**config.mk**
```make
export PLATFORM = sky130hd
export DESIGN_NAME = flow_key_crc_hash_split_core
export DESIGN_NICKNAME = d
export VERILOG_FILES = /design/src/hw/rtl/fkcrc_pkg.sv /design/src/hw/rtl/flow_key_crc_hash_split_core.sv
export SDC_FILE = /design/constraint.sdc
export NUM_CORES = 1
export LEC_CHECK = 0
export ABC_AREA = 1
export BUFFER_PORTS_ARGS = -buffer_cell sky130_fd_sc_hd__buf_2
export CAP_MARGIN = 20
export CORE_MARGIN = 4
export CORE_UTILIZATION = 40
export CTS_BUF_LIST = sky130_fd_sc_hd__clkbuf_2
export DETAILED_ROUTE_END_ITERATION = 10
export GPL_TIMING_DRIVEN = 0
export HOLD_SLACK_MARGIN = 0.1
export MAX_ROUTING_LAYER = met4
export PLACE_DENSITY = 0.66
export SYNTH_ARGS = -nofsm -noshare
export SYNTH_HDL_FRONTEND = slang
export SYNTH_SLANG_ARGS = --single-unit
```
**constraint.sdc**
```tcl
create_clock -name clock -period 4 [get_ports clock]
set_input_delay 0.8 -clock clock [delete_from_list [all_inputs] [get_ports clock]]
set_output_delay 0.8 -clock clock [all_outputs]
set_load 0.02 [all_outputs]
```
**src/hw/rtl/fkcrc_pkg.sv**
```systemverilog
// Package for the flow key CRC-32 hash: types, register codes and the byte-wide CRC step.
package fkcrc_pkg;

   localparam int unsigned CRC_WIDTH        = 32;
   localparam int unsigned FIELD_WIDTH      = 31;
   localparam int unsigned BYTE_WIDTH       = 8;
   localparam int unsigned CSR_INDEX_WIDTH  = 1;
   localparam int unsigned CSR_DATA_WIDTH   = 5;
   localparam int unsigned COUNT_WIDTH      = 5;

   typedef logic [CRC_WIDTH-1:0]       crc_type;
   typedef logic [1:0]                 poly_sel_type;
   typedef logic [COUNT_WIDTH-1:0]     count_type;
   typedef logic [CSR_INDEX_WIDTH-1:0] csr_index_type;

   localparam csr_index_type CSR_POLY_SELECT     = 1'b0;
   localparam csr_index_type CSR_INDEX_BIT_COUNT = 1'b1;

   localparam poly_sel_type POLY_SELECT_RESET     = 2'd0;
   localparam count_type    INDEX_BIT_COUNT_RESET = 5'd21;
   localparam count_type    INDEX_BIT_COUNT_MIN   = 5'd1;

   localparam poly_sel_type POLY_CRC32   = 2'd0;
   localparam poly_sel_type POLY_CRC32C  = 2'd1;
   localparam poly_sel_type POLY_CRC32K  = 2'd2;
   localparam poly_sel_type POLY_CRC32Q  = 2'd3;

   function automatic crc_type poly_value(input poly_sel_type sel);
      crc_type poly;
      case (sel)
         POLY_CRC32:  poly = 32'h04C1_1DB7;
         POLY_CRC32C: poly = 32'h1EDC_6F41;
         POLY_CRC32K: poly = 32'h741B_8CD7;
         POLY_CRC32Q: poly = 32'h8141_41AB;
         default:     poly = 32'h04C1_1DB7;
      endcase
      return poly;
   endfunction

   // MSB-first update of the CRC by one byte.
   function automatic crc_type crc_byte(input crc_type crc_cur,
                                        input logic [BYTE_WIDTH-1:0] data,
                                        input crc_type poly);
      crc_type c;
      c = crc_cur ^ {data, {(CRC_WIDTH-BYTE_WIDTH){1'b0}}};
      for (int b = 0; b < BYTE_WIDTH; b++) begin
         if (c[CRC_WIDTH-1]) begin
            c = {c[CRC_WIDTH-2:0], 1'b0} ^ poly;
         end else begin
            c = {c[CRC_WIDTH-2:0], 1'b0};
         end
      end
      return c;
   endfunction

endpackage

```
**src/hw/rtl/flow_key_crc_hash_split_core.sv**
```systemverilog
// Flow key CRC-32 hash core: per-byte CRC update, key-end result register and index/tag split.
//
// Key bytes enter one per transaction, first byte first, and a new byte is taken in every
// cycle unless the receiver stalls a held result; the byte-wide CRC update against the
// running CRC register sets that rate. The transaction that carries the last byte of a
// key loads the result register, so the hash, table index and hash tag appear on the
// result channel in the cycle after that byte is accepted, and the CRC register restarts
// at zero for the next key. Bytes other than the last produce no result. The polynomial
// select takes effect from the next byte on; both registers are meant to be written only
// while no key result is outstanding. An index bit count of zero is treated as one.
module flow_key_crc_hash_split_core (
   input  logic                                   clock,
   input  logic                                   reset,
   input  logic                                   req_valid,
   output logic                                   req_stall,
   input  logic [fkcrc_pkg::BYTE_WIDTH-1:0]       req_key_byte,
   input  logic                                   req_last_byte,
   output logic                                   rsp_valid,
   input  logic                                   rsp_stall,
   output logic [fkcrc_pkg::CRC_WIDTH-1:0]        rsp_hash_value,
   output logic [fkcrc_pkg::FIELD_WIDTH-1:0]      rsp_table_index,
   output logic [fkcrc_pkg::FIELD_WIDTH-1:0]      rsp_hash_tag,
   input  logic                                   csr_write_enable,
   input  logic [fkcrc_pkg::CSR_INDEX_WIDTH-1:0]  csr_index,
   input  logic [fkcrc_pkg::CSR_DATA_WIDTH-1:0]   csr_write_data
);

   fkcrc_pkg::crc_type      crc_ff, crc_in;
   fkcrc_pkg::crc_type      hash_ff, hash_in;
   fkcrc_pkg::count_type    count_ff, count_in;
   logic                    rsp_valid_ff, rsp_valid_in;
   fkcrc_pkg::poly_sel_type poly_sel_ff, poly_sel_in;
   fkcrc_pkg::count_type    idx_count_ff, idx_count_in;

   logic                    req_accept;
   fkcrc_pkg::crc_type      crc_next;
   fkcrc_pkg::count_type    count_eff;
   logic [fkcrc_pkg::FIELD_WIDTH-1:0] index_mask;

   assign req_stall  = rsp_valid_ff && rsp_stall;
   assign req_accept = req_valid && !req_stall;

   assign crc_next  = fkcrc_pkg::crc_byte(crc_ff, req_key_byte,
                                          fkcrc_pkg::poly_value(poly_sel_ff));
   assign count_eff = (idx_count_ff < fkcrc_pkg::INDEX_BIT_COUNT_MIN)
                      ? fkcrc_pkg::INDEX_BIT_COUNT_MIN : idx_count_ff;

   // csr writes
   always_comb begin
      poly_sel_in  = poly_sel_ff;
      idx_count_in = idx_count_ff;
      if (csr_write_enable) begin
         case (csr_index)
            fkcrc_pkg::CSR_POLY_SELECT:     poly_sel_in  = csr_write_data[1:0];
            fkcrc_pkg::CSR_INDEX_BIT_COUNT: idx_count_in = csr_write_data;
            default: ;
         endcase
      end
   end

   // hash datapath and result register
   always_comb begin
      crc_in       = crc_ff;
      hash_in      = hash_ff;
      count_in     = count_ff;
      rsp_valid_in = rsp_valid_ff;
      if (!rsp_stall) begin
         rsp_valid_in = 1'b0;
      end
      if (req_accept) begin
         if (req_last_byte) begin
            crc_in       = '0;
            hash_in      = crc_next;
            count_in     = count_eff;
            rsp_valid_in = 1'b1;
         end else begin
            crc_in = crc_next;
         end
      end
   end

   always_ff @(posedge clock) begin
      if (reset) begin
         crc_ff       <= '0;
         rsp_valid_ff <= 1'b0;
         poly_sel_ff  <= fkcrc_pkg::POLY_SELECT_RESET;
         idx_count_ff <= fkcrc_pkg::INDEX_BIT_COUNT_RESET;
      end else begin
         crc_ff       <= crc_in;
         rsp_valid_ff <= rsp_valid_in;
         poly_sel_ff  <= poly_sel_in;
         idx_count_ff <= idx_count_in;
      end
   end

   always_ff @(posedge clock) begin
      hash_ff  <= hash_in;
      count_ff <= count_in;
   end

   assign index_mask      = ~({fkcrc_pkg::FIELD_WIDTH{1'b1}} << count_ff);
   assign rsp_valid       = rsp_valid_ff;
   assign rsp_hash_value  = hash_ff;
   assign rsp_table_index = hash_ff[fkcrc_pkg::FIELD_WIDTH-1:0] & index_mask;
   assign rsp_hash_tag    = fkcrc_pkg::FIELD_WIDTH'(hash_ff >> count_ff);

`ifndef SYNTH
   a_last_loads_result: assert property (@(posedge clock) disable iff (reset)
      req_accept && req_last_byte |=> rsp_valid_ff)
      else $error("key end did not produce a result");

   a_last_clears_crc: assert property (@(posedge clock) disable iff (reset)
      req_accept && req_last_byte |=> crc_ff == '0)
      else $error("crc register not cleared after key end");

   a_no_spurious_result: assert property (@(posedge clock) disable iff (reset)
      !(req_accept && req_last_byte) && !rsp_stall |=> !rsp_valid_ff)
      else $error("result valid without a key end");

   a_count_in_range: assert property (@(posedge clock) disable iff (reset)
      rsp_valid_ff |-> count_ff != '0)
      else $error("index bit count of zero reached the result");
`endif

endmodule

```
# == Word level (Yosys, flattened, before mapping) ==
# Cells that the tools add are included.
# word_totals
regBits,77
input_bits,20
output_inout_bits,96
elab_cells,44
# classes
order_cmp,1
eq_ne,3
n_shift,2
muxes,13
n_bitwise,12
n_reduce_logical,7
# op_table
op,n
32-bit two-way mux,9
32-bit bitwise XOR,9
32-bit one-hot mux with 4 select lines,1
32-bit by 5-bit >> shifter with 31-bit output,1
31-bit bitwise AND,1
31-bit NOT,1
"31-bit by 5-bit << shifter with 31-bit output, first input constant",1
2-bit AND reduction,3
"5-bit by 1-bit less-than comparator with 1-bit output, second input constant",1
"2-bit equality test, second input constant",2
1-bit two-way mux,3
"2-bit by 1-bit equality test with 1-bit output, second input constant",1
1-bit logical AND,2
2-bit zero test,1
1-bit zero test,1
1-bit NOT,1

# == Logic depth before layout (Yosys ltp) ==
# Gate-level depths: netlist (run 1).
# logic_depth
word_depth,19
mapped_depth,29
depth_no_buf,29

# == Least setup slack after synthesis (run 1) ==
# Ideal clock, no wire load.
# synth_timing
path_type,input to register
start,in req_key_byte[7] (netlist name)
end,"reg hash_ff[23], in the netlist rsp_hash_value[23] (data pin)"
setup_ps,255
arrival_time_ps,2955
slack_ps,790
cell_stages,20
cell_sequence,inv_1 -> nand2_1 -> nand2_2 -> nand3_2 -> nand2_4 -> inv_2 -> nand2_1 -> xor2_1 -> nand3_1 -> nand2_2 -> inv_1 -> nand3_1 -> nand3_2 -> nand2_1 -> nand2_4 -> nand2_4 -> nand2_4 -> buf_12 -> a21o_1 -> and2_1
# synth_between
elab_chain_len,16
# synth_rtl
element,line_no,rtl
"start, declared",flow_key_crc_hash_split_core.sv:16,"input logic [fkcrc_pkg::BYTE_WIDTH-1:0] req_key_byte,"
32-bit bitwise XOR *,fkcrc_pkg.sv:45,"c = crc_cur ^ {data, {(CRC_WIDTH-BYTE_WIDTH){1'b0}}};"
32-bit two-way mux *,fkcrc_pkg.sv:47,if (c[CRC_WIDTH-1]) begin
32-bit bitwise XOR,fkcrc_pkg.sv:48,"c = {c[CRC_WIDTH-2:0], 1'b0} ^ poly;"
32-bit two-way mux *,fkcrc_pkg.sv:47,
32-bit bitwise XOR,fkcrc_pkg.sv:48,
32-bit two-way mux *,fkcrc_pkg.sv:47,
32-bit bitwise XOR,fkcrc_pkg.sv:48,
32-bit two-way mux *,fkcrc_pkg.sv:47,
32-bit bitwise XOR,fkcrc_pkg.sv:48,
32-bit two-way mux *,fkcrc_pkg.sv:47,
32-bit bitwise XOR,fkcrc_pkg.sv:48,
32-bit two-way mux *,fkcrc_pkg.sv:47,
32-bit bitwise XOR,fkcrc_pkg.sv:48,
32-bit two-way mux *,fkcrc_pkg.sv:47,
32-bit bitwise XOR,fkcrc_pkg.sv:48,
32-bit two-way mux *,fkcrc_pkg.sv:47,
net crc_next[23],flow_key_crc_hash_split_core.sv:36,fkcrc_pkg::crc_type crc_next;
"end signal, assigned",flow_key_crc_hash_split_core.sv:97,hash_ff <= hash_in;
"end, declared",flow_key_crc_hash_split_core.sv:29,"fkcrc_pkg::crc_type hash_ff, hash_in;"
# Mark *: on every way through the listed nets, which the timed path passes. The rest lies on a longest branch.
# A chain may end at the register's enable or synchronous reset.

# == Final worst setup path (run 1) ==
# layout_timing
start,reg poly_sel_ff[1]
end,"reg hash_ff[27], in the netlist rsp_hash_value[27] (data pin)"
# layout_between
elab_chain_len,18
word_cells_on_any_way,21
cone_classes,eq/ne (3); mux (9); bitwise (8); reduce/logical (1)
# layout_rtl
element,line_no,rtl
"start, declared",flow_key_crc_hash_split_core.sv:32,"fkcrc_pkg::poly_sel_type poly_sel_ff, poly_sel_in;"
"start signal, assigned",flow_key_crc_hash_split_core.sv:86,poly_sel_ff <= fkcrc_pkg::POLY_SELECT_RESET;
"start signal, assigned",flow_key_crc_hash_split_core.sv:91,poly_sel_ff <= poly_sel_in;
"2-bit equality test, or another cell as far along",fkcrc_pkg.sv:30,case (sel)
32-bit one-hot mux with 4 select lines *,fkcrc_pkg.sv:30,
32-bit bitwise XOR,fkcrc_pkg.sv:48,
32-bit two-way mux,fkcrc_pkg.sv:47,
32-bit bitwise XOR,fkcrc_pkg.sv:48,
32-bit two-way mux,fkcrc_pkg.sv:47,
32-bit bitwise XOR,fkcrc_pkg.sv:48,
32-bit two-way mux,fkcrc_pkg.sv:47,
[3 not listed],-,
32-bit two-way mux,fkcrc_pkg.sv:47,
32-bit bitwise XOR,fkcrc_pkg.sv:48,
32-bit two-way mux,fkcrc_pkg.sv:47,
32-bit bitwise XOR,fkcrc_pkg.sv:48,
32-bit two-way mux,fkcrc_pkg.sv:47,
32-bit bitwise XOR,fkcrc_pkg.sv:48,
32-bit two-way mux *,fkcrc_pkg.sv:47,
net crc_next[27],flow_key_crc_hash_split_core.sv:36,
# Mark *: on every way through the listed nets, which the timed path passes. The rest lies on a longest branch. The select of a mux whose other input is x is not followed.

==> qor.yml, run 1 <==
run_status:
  status: "complete, no violations"
synthesis:
  yosysWarningCount: 0
  yosysUniqueCellTypes: 54
  synth_area_sq_um: 8450
  syn_nets: 1380
  syn_avg_cell_area_sq_um: 6.23
  ys_ff_latch: 77
  synthCells: 1356
  yosysSeqAreaShare: 0.226
clock_tree:
  cts_sinks: 77
  cts_tree: "done"
  cts_buffer_depth: 2
  cts_root_buf: "clkbuf_2"
  cts_htree_levels: 3
  numCtsBuffers: 9
  path_clk_slew_ps: 240
  clkLatencyLatePin_ps: 620
placed_design:
  dp_hpwl_mm: 27.8
  routabilityCongestion: 1.04
  port_buffers: 114
route:
  drt_iter0_markers: 815
  drc: 0
  dr_wl_met3_mm: 2.61
  drt_pass1_iterations: 5
  m1WireLength_mm: 13.6
  wl_per_cell_um: 19.1
  ant_nets: 0
  routed_wl_mm: 33.5
  viasPerCell: 5.33
  vias: 9369
  dr.max_layer_used: "met4"
  wl_met2_mm: 15.7
timing:
  slew_violations: 0
  rsz0062_at_grt: "true"
  setup_viol: 0
  fmax_ghz: 0.258
  tightest_slew_ps: 663
  skew_ps: 63.5
  min_period_over_period: 0.970
  fin_crit_ps: 3880
  slew_headroom: 0.556
  hold_viol_final: 0
  fin_hold_ws_ps: 405
floorplan:
  core_area_sq_um: 20500
  num_rows: 52
  die_h_um: 153
  die-area_sq_um: 23500
  start_util: 0.412
  ioPinCount: 116
  die_w_um: 153
pwr:
  switchingPower_mw: 3.60
  p_int_mw: 2.79
  seqPwrFrac: 0.204
  power.density_nw_per_um2: 668
  p_leak_nw: 4.73
  p_sw_frac: 0.563
  pwr-share-comb: 0.719
  pwr-share-clk: 0.077
  ir_worst_vdd_mv: 0.268
setup_path:
  critPathCaptureType: "flop"
  critPathRequiredTime_ps: 4380
  cp-start-kind: "flop"
  cp_max_fo: 10
  worstSetupPathType: "flop to flop"
  worstPathArrival_ps: 4260
  reg2reg_depth: 19
worst_hold_path:
  whs_path_depth: 3
  hold_class: "primary input to flop"
global_route:
  overflow: 0
  grt_pass1_wl_mm: 50.3
  grt_antenna_before_repair: 0
  grt_pass1_vias: 8563
  grt_max_degree: 33
  grt_usage: 0.283
finish:
  antenna_cells: 0
  nets: 1506
  multi_input_area_sq_um: 5720
  syn_to_final_growth_pct: 13.1
  seqCellArea_sq_um: 1910
  final_core_util: 0.466
  nFillCells: 2215
  drive_gt1_frac: 0.176
job:
  drv_cap: 0
-- registers in the layout, summed over array words and instances, names as in the netlist --
signal,flops
idx_count_ff,5
crc_ff,32
rsp_hash_value,32
poly_sel_ff,2
rsp_valid,1
count_ff,5
-- timing repair --
item	CTS	global route
resized for setup	4	13
hold buffers	0	0
setup endpoints to repair	16	47
setup buffers	0	1
cloned	0	0
hold endpoints to repair	0	0
-- synthesized netlist by cell type (all sizes together) --
cell type	number	area, sq um
a31o	1	8.76
buf	21	146
dfxtp	40	801
nand3b	5	37.5
a211oi	5	37.5
a21o	1	7.51
o22ai	2	12.5
xor2	69	612
nor2	77	323
or2	8	50.1
a221oi	4	35.0
inv	141	529
o21a	1	7.51
nand3	97	553
xnor3	1	22.5
a21oi	47	246
o21bai	1	7.51
edfxtp	37	1110
a21boi	1	7.51
o32ai	1	8.76
nand2	515	2130
o41ai	1	8.76
o21ai	112	576
o221ai	2	17.5
clkbuf	43	161
clkinv	3	11.3
and2	13	81.3
nor3	12	60.1
ha	4	50.1
o211ai	11	82.6
a31oi	1	6.26
a22oi	2	15.0
xnor2	51	469
nand4	13	87.6
o311ai	1	8.76
mux2i	12	120
-- worst paths after layout --
path	to	slack, ps	startpoint
min	idx_count_ff[2]$_SDFFE_PP1P_	410	csr_write_data[2]
max	rsp_hash_value[27]$_DFFE_PP_	120	poly_sel_ff[1]$_SDFFE_PP0P_
min reg2reg	crc_ff[2]$_SDFFE_PP0P_	500	crc_ff[2]$_SDFFE_PP0P_
max reg2reg	rsp_hash_value[27]$_DFFE_PP_	120	poly_sel_ff[1]$_SDFFE_PP0P_
-- cells in the final DEF (no fill, tap or decap), types with 13 or more instances in the layout --
cell type and instances:
clkbuf_2 15, xnor2_1 48, inv_1 132, o21ai_0 107, clkbuf_1 36, a21oi_1 44
buf_2 122, and2_1 13, nand3_1 84, dfxtp_1 38, xor2_1 67, nor2_1 69
nand2_1 464, nand2_2 37, nand2_4 14, edfxtp_1 37
-- critical path, stage by stage (launching register included) --
cell and delay [ps]:
dfxtp_2 410, ha_1 230, buf_4 210, clkinvlp_4 260, nor2_2 200, nand2_2 100
nand2_2 230, inv_2 140, nand2_1 100, nand2_1 70, nand2_1 100, nand4_1 180
nand2_2 190, nand3_1 140, nand2_4 220, nand2_4 110, nand2_4 140, buf_6 190
nand4_1 220, and2_1 230
-- kinds of logic (layout without fill, tap and decap cells) --
kind of cell | after synthesis | in the layout | share of synthesized area
AOI/OAI and AO/OA | 194 | 194 | 0.129
xor gates and xnor gates | 121 | 121 | 0.131
adders and majority gates | 4 | 4 | 0.00592
buffers and inverters | 208 | 339 | 0.100
DFF | 77 | 77 | 0.226
muxes | 12 | 12 | 0.0142
and+or+nand+nor | 740 | 740 | 0.393
-- area by class of cell --
cell class / count / share of cell area
inverters: 144 / 0.0569
plain buffers: 63 / 0.0326
well taps: 270 / 0.0353
flip-flops and latches: 77 / 0.200
clock inverters: 7 / 0.00956
clock buffers: 9 / 0.00471
multi-input cells: 1071 / 0.598
repair buffers: 116 / 0.0626
-- power by group through the flow --
stage / clock [mW] / sequential [mW] / combinational, mW
2_1_floorplan: 0 / 1.37 / 3.14
3_3_place_gp: 0 / 1.32 / 4.42
3_5_place_dp: 0 / 1.32 / 4.48
4_1_cts: 0.503 / 1.30 / 4.49
5_1_grt: 0.535 / 1.32 / 4.99
6_report: 0.491 / 1.30 / 4.59
-- routing by layer --
layer,vias to the layer above,global-route usage
met5,-,-
met4,0,0.118
met3,105,0.0370
met2,442,0.464
met1,4236,0.351
li1,4586,-
-- through the flow --
step	instances	worst slack, ps	instance area (sq um)	total power, mW	setup TNS, ps
final	1757	119	9560	6.38	0
after global routing	1757	-14.3	9560	6.84	-14.3
after CTS	1756	29.7	9520	6.29	0
after detailed placement	1741	-80.8	9390	5.80	-138
after global placement	1740	-65.9	9360	5.74	-89.2
after floorplan	1356	790	8450	4.51	0
Power figures use the tool's default switching activity.
==> inputs of run 2 (changes only) <==
- BUFFER_PORTS_ARGS: -buffer_cell sky130_fd_sc_hd__buf_2 -> -buffer_cell sky130_fd_sc_hd__buf_4
==> run 2 against run 1 <==
Net effect:
- power is 1.5% higher
- core utilization is 1.5 points higher
- cell area is 3.2% higher
- non-clock buffer count is 2 higher
- die area stayed put
- register-to-register slack better by 90 ps
==> qor.yml, run 2 (synthesis gave the netlist of run 1 again) <==
setup_path:
  reg2reg_depth: 21
  ff2ff_setup_slack_ps: 210
  cp-start-kind: "flop"
  cp_max_fo: 10
  rr_endpoint: "rsp_hash_value[27]$_DFFE_PP_"
  worstPathArrival_ps: 3120
  worstSetupPathType: "flop to primary output"
  critPathRequiredTime_ps: 3200
  critPathCaptureType: "primary output"
  reg2reg_from: "poly_sel_ff[1]$_SDFFE_PP0P_"
worst_hold_path:
  hold_class: "primary input to flop"
  worstHoldStart: "csr_write_data[4]"
  holdPathEnd: "idx_count_ff[4]$_SDFFE_PP1P_"
  whs_path_depth: 3
timing:
  slew_violations: 0
  worst_slack_ps: 77.2
  min_period_over_period: 0.981
  skew_ps: 50.8
  hold_viol_final: 0
  fin_crit_ps: 3920
  setup_viol: 0
  setup_tns_ps: 0
  tightest_slew_ps: 682
  slew_headroom: 0.545
  fmax_ghz: 0.255
pwr:
  power.density_nw_per_um2: 657
  p_int_mw: 2.89
  seqPwrFrac: 0.202
  pwr-share-comb: 0.727
  switchingPower_mw: 3.58
  p_sw_frac: 0.554
  ir_worst_vdd_mv: 0.246
  p_leak_nw: 4.81
  pwr-share-clk: 0.071
global_route:
  grt_pass1_wl_mm: 51.0
  grt_pass1_vias: 8614
  grt_max_degree: 28
  overflow: 0
  grt_antenna_before_repair: 1
  grt_usage: 0.285
route:
  drt_iter0_markers: 809
  viasPerCell: 5.30
  drc: 0
  drt_pass1_iterations: 5
  wl_per_cell_um: 19.3
  ant_nets: 0
  routed_wl_mm: 34.0
  vias: 9320
placed_design:
  dp_hpwl_mm: 28.2
  port_buffers: 114
  place_ws_ps: -34.2
  routabilityCongestion: 1.05
floorplan:
  core_area_sq_um: 20500
  ioPinCount: 116
  num_rows: 52
  die-area_sq_um: 23500
  die_h_um: 153
  die_w_um: 153
  start_util: 0.412
finish:
  drive_gt1_frac: 0.179
  syn_to_final_growth_pct: 16.7
  final_common_cell: "nand2_1"
  nets: 1508
  final_cell_mix: "nand2_1 (464), inv_1 (132), buf_4 (123), o21ai_0 (104), nand3_1 (85)"
clock_tree:
  clkLatencyLatePin_ps: 570
  numCtsBuffers: 9
  cts_root_buf: "clkbuf_2"
  cts_sinks: 77
  path_clk_slew_ps: 230
  cts_tree: "done"
  cts_buffer_depth: 2
  cts_htree_levels: 3
job:
  drv_cap: 0
run_status:
  status: "complete, no violations"
run 2: changes by cell type in the layout (fill, tap and decap cells not counted), sizes merged:
cell | previous run | this run
clkbuf | 51 | 49
diode | 0 | 1
buf | 137 | 141
clkinv | 3 | 0
inv | 145 | 148
run 2: power by group through the flow:
stage	clock [mW]	sequential [mW]	combinational (mW)
6_report	0.459	1.31	4.71
2_1_floorplan	0	1.37	3.14
3_5_place_dp	0	1.32	4.60
4_1_cts	0.476	1.30	4.61
5_1_grt	0.508	1.32	5.11
3_3_place_gp	0	1.32	4.55
run 2: cell type report:
class | instances | area, sq um
antenna | 1 | 2.50
buffer | 62 | 308
clock buffer | 9 | 45.0
clock inverter | 7 | 77.6
fill | 2201 | 10600
inverter | 144 | 548
multi-input combinational | 1071 | 5720
sequential | 77 | 1910
tap | 270 | 338
timing repair buffer | 119 | 906
run 2: per-stage QoR:
| step | cells | util | hold slack, ps | area, sq um | total power [mW] |
|---|---|---|---|---|---|
| floorplan | 1356 | - | 457 | 8450 | 4.51 |
| global placement | 1740 | 0.471 | 464 | 9640 | 5.87 |
| detailed placement | 1741 | 0.472 | 471 | 9670 | 5.92 |
| CTS | 1757 | 0.478 | 394 | 9800 | 6.39 |
| global route | 1760 | 0.481 | 388 | 9860 | 6.94 |
| finish | 1760 | 0.481 | 430 | 9860 | 6.47 |
run 2: metal layers:
metal / track usage / up-vias / routed length, um
li1: - / 4584 / -
met1: 0.344 / 4183 / 13800
met2: 0.470 / 457 / 15900
met3: 0.0424 / 96 / 2500
met4: 0.131 / 0 / 1780
met5: - / - / 0
run 2: worst max-delay path by stage:
stage	slack [ps]	end	cells after the start	start
floorplan	790	rsp_hash_value[23]$_DFFE_PP_	20	req_key_byte[7]
global placement	-3	rsp_hash_value[27]$_DFFE_PP_	21	req_key_byte[7]
detailed placement	-30	rsp_hash_value[27]$_DFFE_PP_	21	req_key_byte[7]
CTS	30	rsp_hash_tag[0]	8	count_ff[0]$_SDFFCE_PN1P_
global route	-110	rsp_hash_tag[0]	10	count_ff[0]$_SDFFCE_PN1P_
finish	80	rsp_hash_tag[0]	10	count_ff[0]$_SDFFCE_PN1P_
run 2: worst max-delay path, cell delays in order (launching register included):
cell and delay (ps):
edfxtp_1 560, buf_2 290, clkbuf_2 280, o21ai_0 190, nand2_1 90, o21ai_0 170, nand2_1 100, o21ai_0 200
a221oi_2 360, o21ai_0 140, buf_4 180
run 2: what timing repair did:
| item | 4_1_cts | 5_1_grt |
|---|---|---|
| resized for setup | 4 | 18 |
| endpoints found under the setup margin | 20 | 49 |
| setup buffers | 1 | 3 |
| pin swaps | 0 | 0 |
| hold buffers | 0 | 0 |
==> inputs of run 3 (changes only) <==
- clock period: 4 -> 4.9 ns (I/O delays scaled with it)
==> run 3 against run 2 <==
Net effect:
- wire length fell by 0.58%
- core utilization fell by 0.31 points
- count of clock-buffer cells in the layout did not move
- clock skew rose by 2.8 ps
- largest power group unchanged
- worst setup slack improved by 140 ps
- sequential share of layout area rose by 0.11 points
- via count fell by 0.34%
- clock power fell by 18%
- first-iteration DRC count fell by 2.2%
- sequential power fell by 18%
- critical path type unchanged
- die area did not move
==> qor.yml, run 3 (synthesis gave the netlist of run 1 again) <==
run_status:
  status: "complete, no violations"
timing:
  setup_tns_ps: 0
  fmax_ghz: 0.214
  skew_ps: 53.6
  setup_viol: 0
  tightest_slew_ps: 671
  fin_crit_ps: 4680
  rsz0062_at_grt: "false"
  hold_viol_final: 0
  slew_violations: 0
  min_period_over_period: 0.955
  slew_headroom: 0.552
setup_path:
  critPathCaptureType: "primary output"
  cp_max_fo: 10
  critPathSlowestCell: "clkbuf_1"
  crit_top_cell: "o21ai_0"
  cp-start-kind: "flop"
  worstSetupPathType: "flop to primary output"
  path_buf_inv: 4
  worstPathArrival_ps: 3700
  critical-path-max-stage-delay_ps: 440
  crit_chain: "clkbuf_1, clkbuf_1, clkbuf_1, o21ai_0, nand2_1, o21ai_0, nand2_1, o21ai_0, a221oi_1, o21ai_0, buf_4"
  critPathRequiredTime_ps: 3920
  critPathTopFamily: "buffers and inverters"
finish:
  seqCellArea_sq_um: 1910
  final_common_cell: "nand2_1"
  drive_gt1_frac: 0.166
  nets: 1506
  final_core_util: 0.478
  syn_to_final_growth_pct: 15.9
  nFillCells: 2195
  final_cell_mix: "nand2_1 (464), inv_1 (132), buf_4 (119), o21ai_0 (108), nand3_1 (85)"
  multi_input_area_sq_um: 5700
route:
  ant_nets: 0
  viasPerCell: 5.28
  drt_pass1_iterations: 5
  drt_iter0_markers: 791
  vias: 9288
  drc: 0
  wl_per_cell_um: 19.2
  routed_wl_mm: 33.8
placed_design:
  port_buffers: 114
  dp_hpwl_mm: 28.2
  routabilityCongestion: 1.05
pwr:
  ir_worst_vdd_mv: 0.203
  switchingPower_mw: 2.91
  p_int_mw: 2.35
  pwr-share-comb: 0.726
  p_sw_frac: 0.553
  seqPwrFrac: 0.203
  p_total_mw: 5.27
  p_leak_nw: 4.78
  power.density_nw_per_um2: 538
  pwr-share-clk: 0.072
floorplan:
  die_w_um: 153
  start_util: 0.412
  die-area_sq_um: 23500
  ioPinCount: 116
  core_area_sq_um: 20500
  die_h_um: 153
  num_rows: 52
global_route:
  grt_usage: 0.285
  grt_use_met1: 0.345
  busiest_layer: "met2"
  grt_max_degree: 28
  gr-usage-met2: 0.471
  grt_pass1_wl_mm: 51.0
  grt_pass1_vias: 8586
  grt_antenna_before_repair: 1
  use_met3: 0.0416
  overflow: 0
clock_tree:
  cts_root_buf: "clkbuf_2"
  cts_htree_levels: 3
  path_clk_slew_ps: 240
  clkLatencyLatePin_ps: 590
  cts-resized-gates: 0
  cts_buffer_depth: 2
  post-cts-setup-buffers: 0
  cts_hold_buf: 0
  cts_tree: "done"
  cts_sinks: 77
  numCtsBuffers: 9
job:
  drv_cap: 0
worst_hold_path:
  hold_class: "flop to flop"
## run 3: changes by cell type in the layout (fill, tap and decap cells not counted), moves of 3 or more
cell      delta
clkbuf_1     +8
clkbuf_2     -5
buf_4        -4
o21ai_0      +4
o21ai_1      -4
clkinv_1     +3
## run 3: area by class of cell
cell class	instances	share of cell area
tap	270	0.0345
sequential	77	0.195
multi-input combinational	1071	0.582
clock inverter	7	0.00792
timing repair buffer	115	0.0894
clock buffer	9	0.00460
buffer	64	0.0314
inverter	144	0.0552
antenna	1	0.000255
## run 3: power by group through the flow
| stage | Sequential (mW) | Clock, mW | Combinational [mW] |
|---|---|---|---|
| floorplan | 1.11 | 0 | 2.56 |
| global placement | 1.08 | 0 | 3.71 |
| detailed placement | 1.08 | 0 | 3.75 |
| CTS | 1.06 | 0.388 | 3.76 |
| global route | 1.08 | 0.414 | 4.16 |
| finish | 1.07 | 0.377 | 3.82 |
## run 3: path summary, 6_finish.rpt
check | from | end | slack, ps | cells past startpoint
setup reg to reg | poly_sel_ff[0]$_SDFFE_PP0P_ | rsp_hash_value[27]$_DFFE_PP_ | 910 | 21
hold reg to reg | crc_ff[1]$_SDFFE_PP0P_ | crc_ff[1]$_SDFFE_PP0P_ | 500 | 2
hold / removal | crc_ff[1]$_SDFFE_PP0P_ | crc_ff[1]$_SDFFE_PP0P_ | 500 | 2
setup / recovery | count_ff[0]$_SDFFCE_PN1P_ | rsp_hash_tag[0] | 220 | 11
## run 3: layer usage
metal / up-vias / wire length (um)
met4: 0 / 1740
met1: 4189 / 13900
li1: 4580 / -
met2: 423 / 15800
met5: - / 0
met3: 96 / 2340
## run 3: stage by stage
step	cell area, sq um	hold slack (ps)	worst slack [ps]	std cells
after floorplan	8450	457	1510	1356
after global placement	9640	464	717	1740
after detailed placement	9670	471	686	1741
after CTS	9790	498	264	1757
after global routing	9800	513	78.2	1758
final	9800	496	222	1758
## run 3: worst reg2reg max path, delay by kind of cell (launching register included)
family	cells	cell delay (ps)
and+or+nand+nor	14	2040
buffers and inverters	6	1080
adders and majority gates	1	250
DFF	1	430
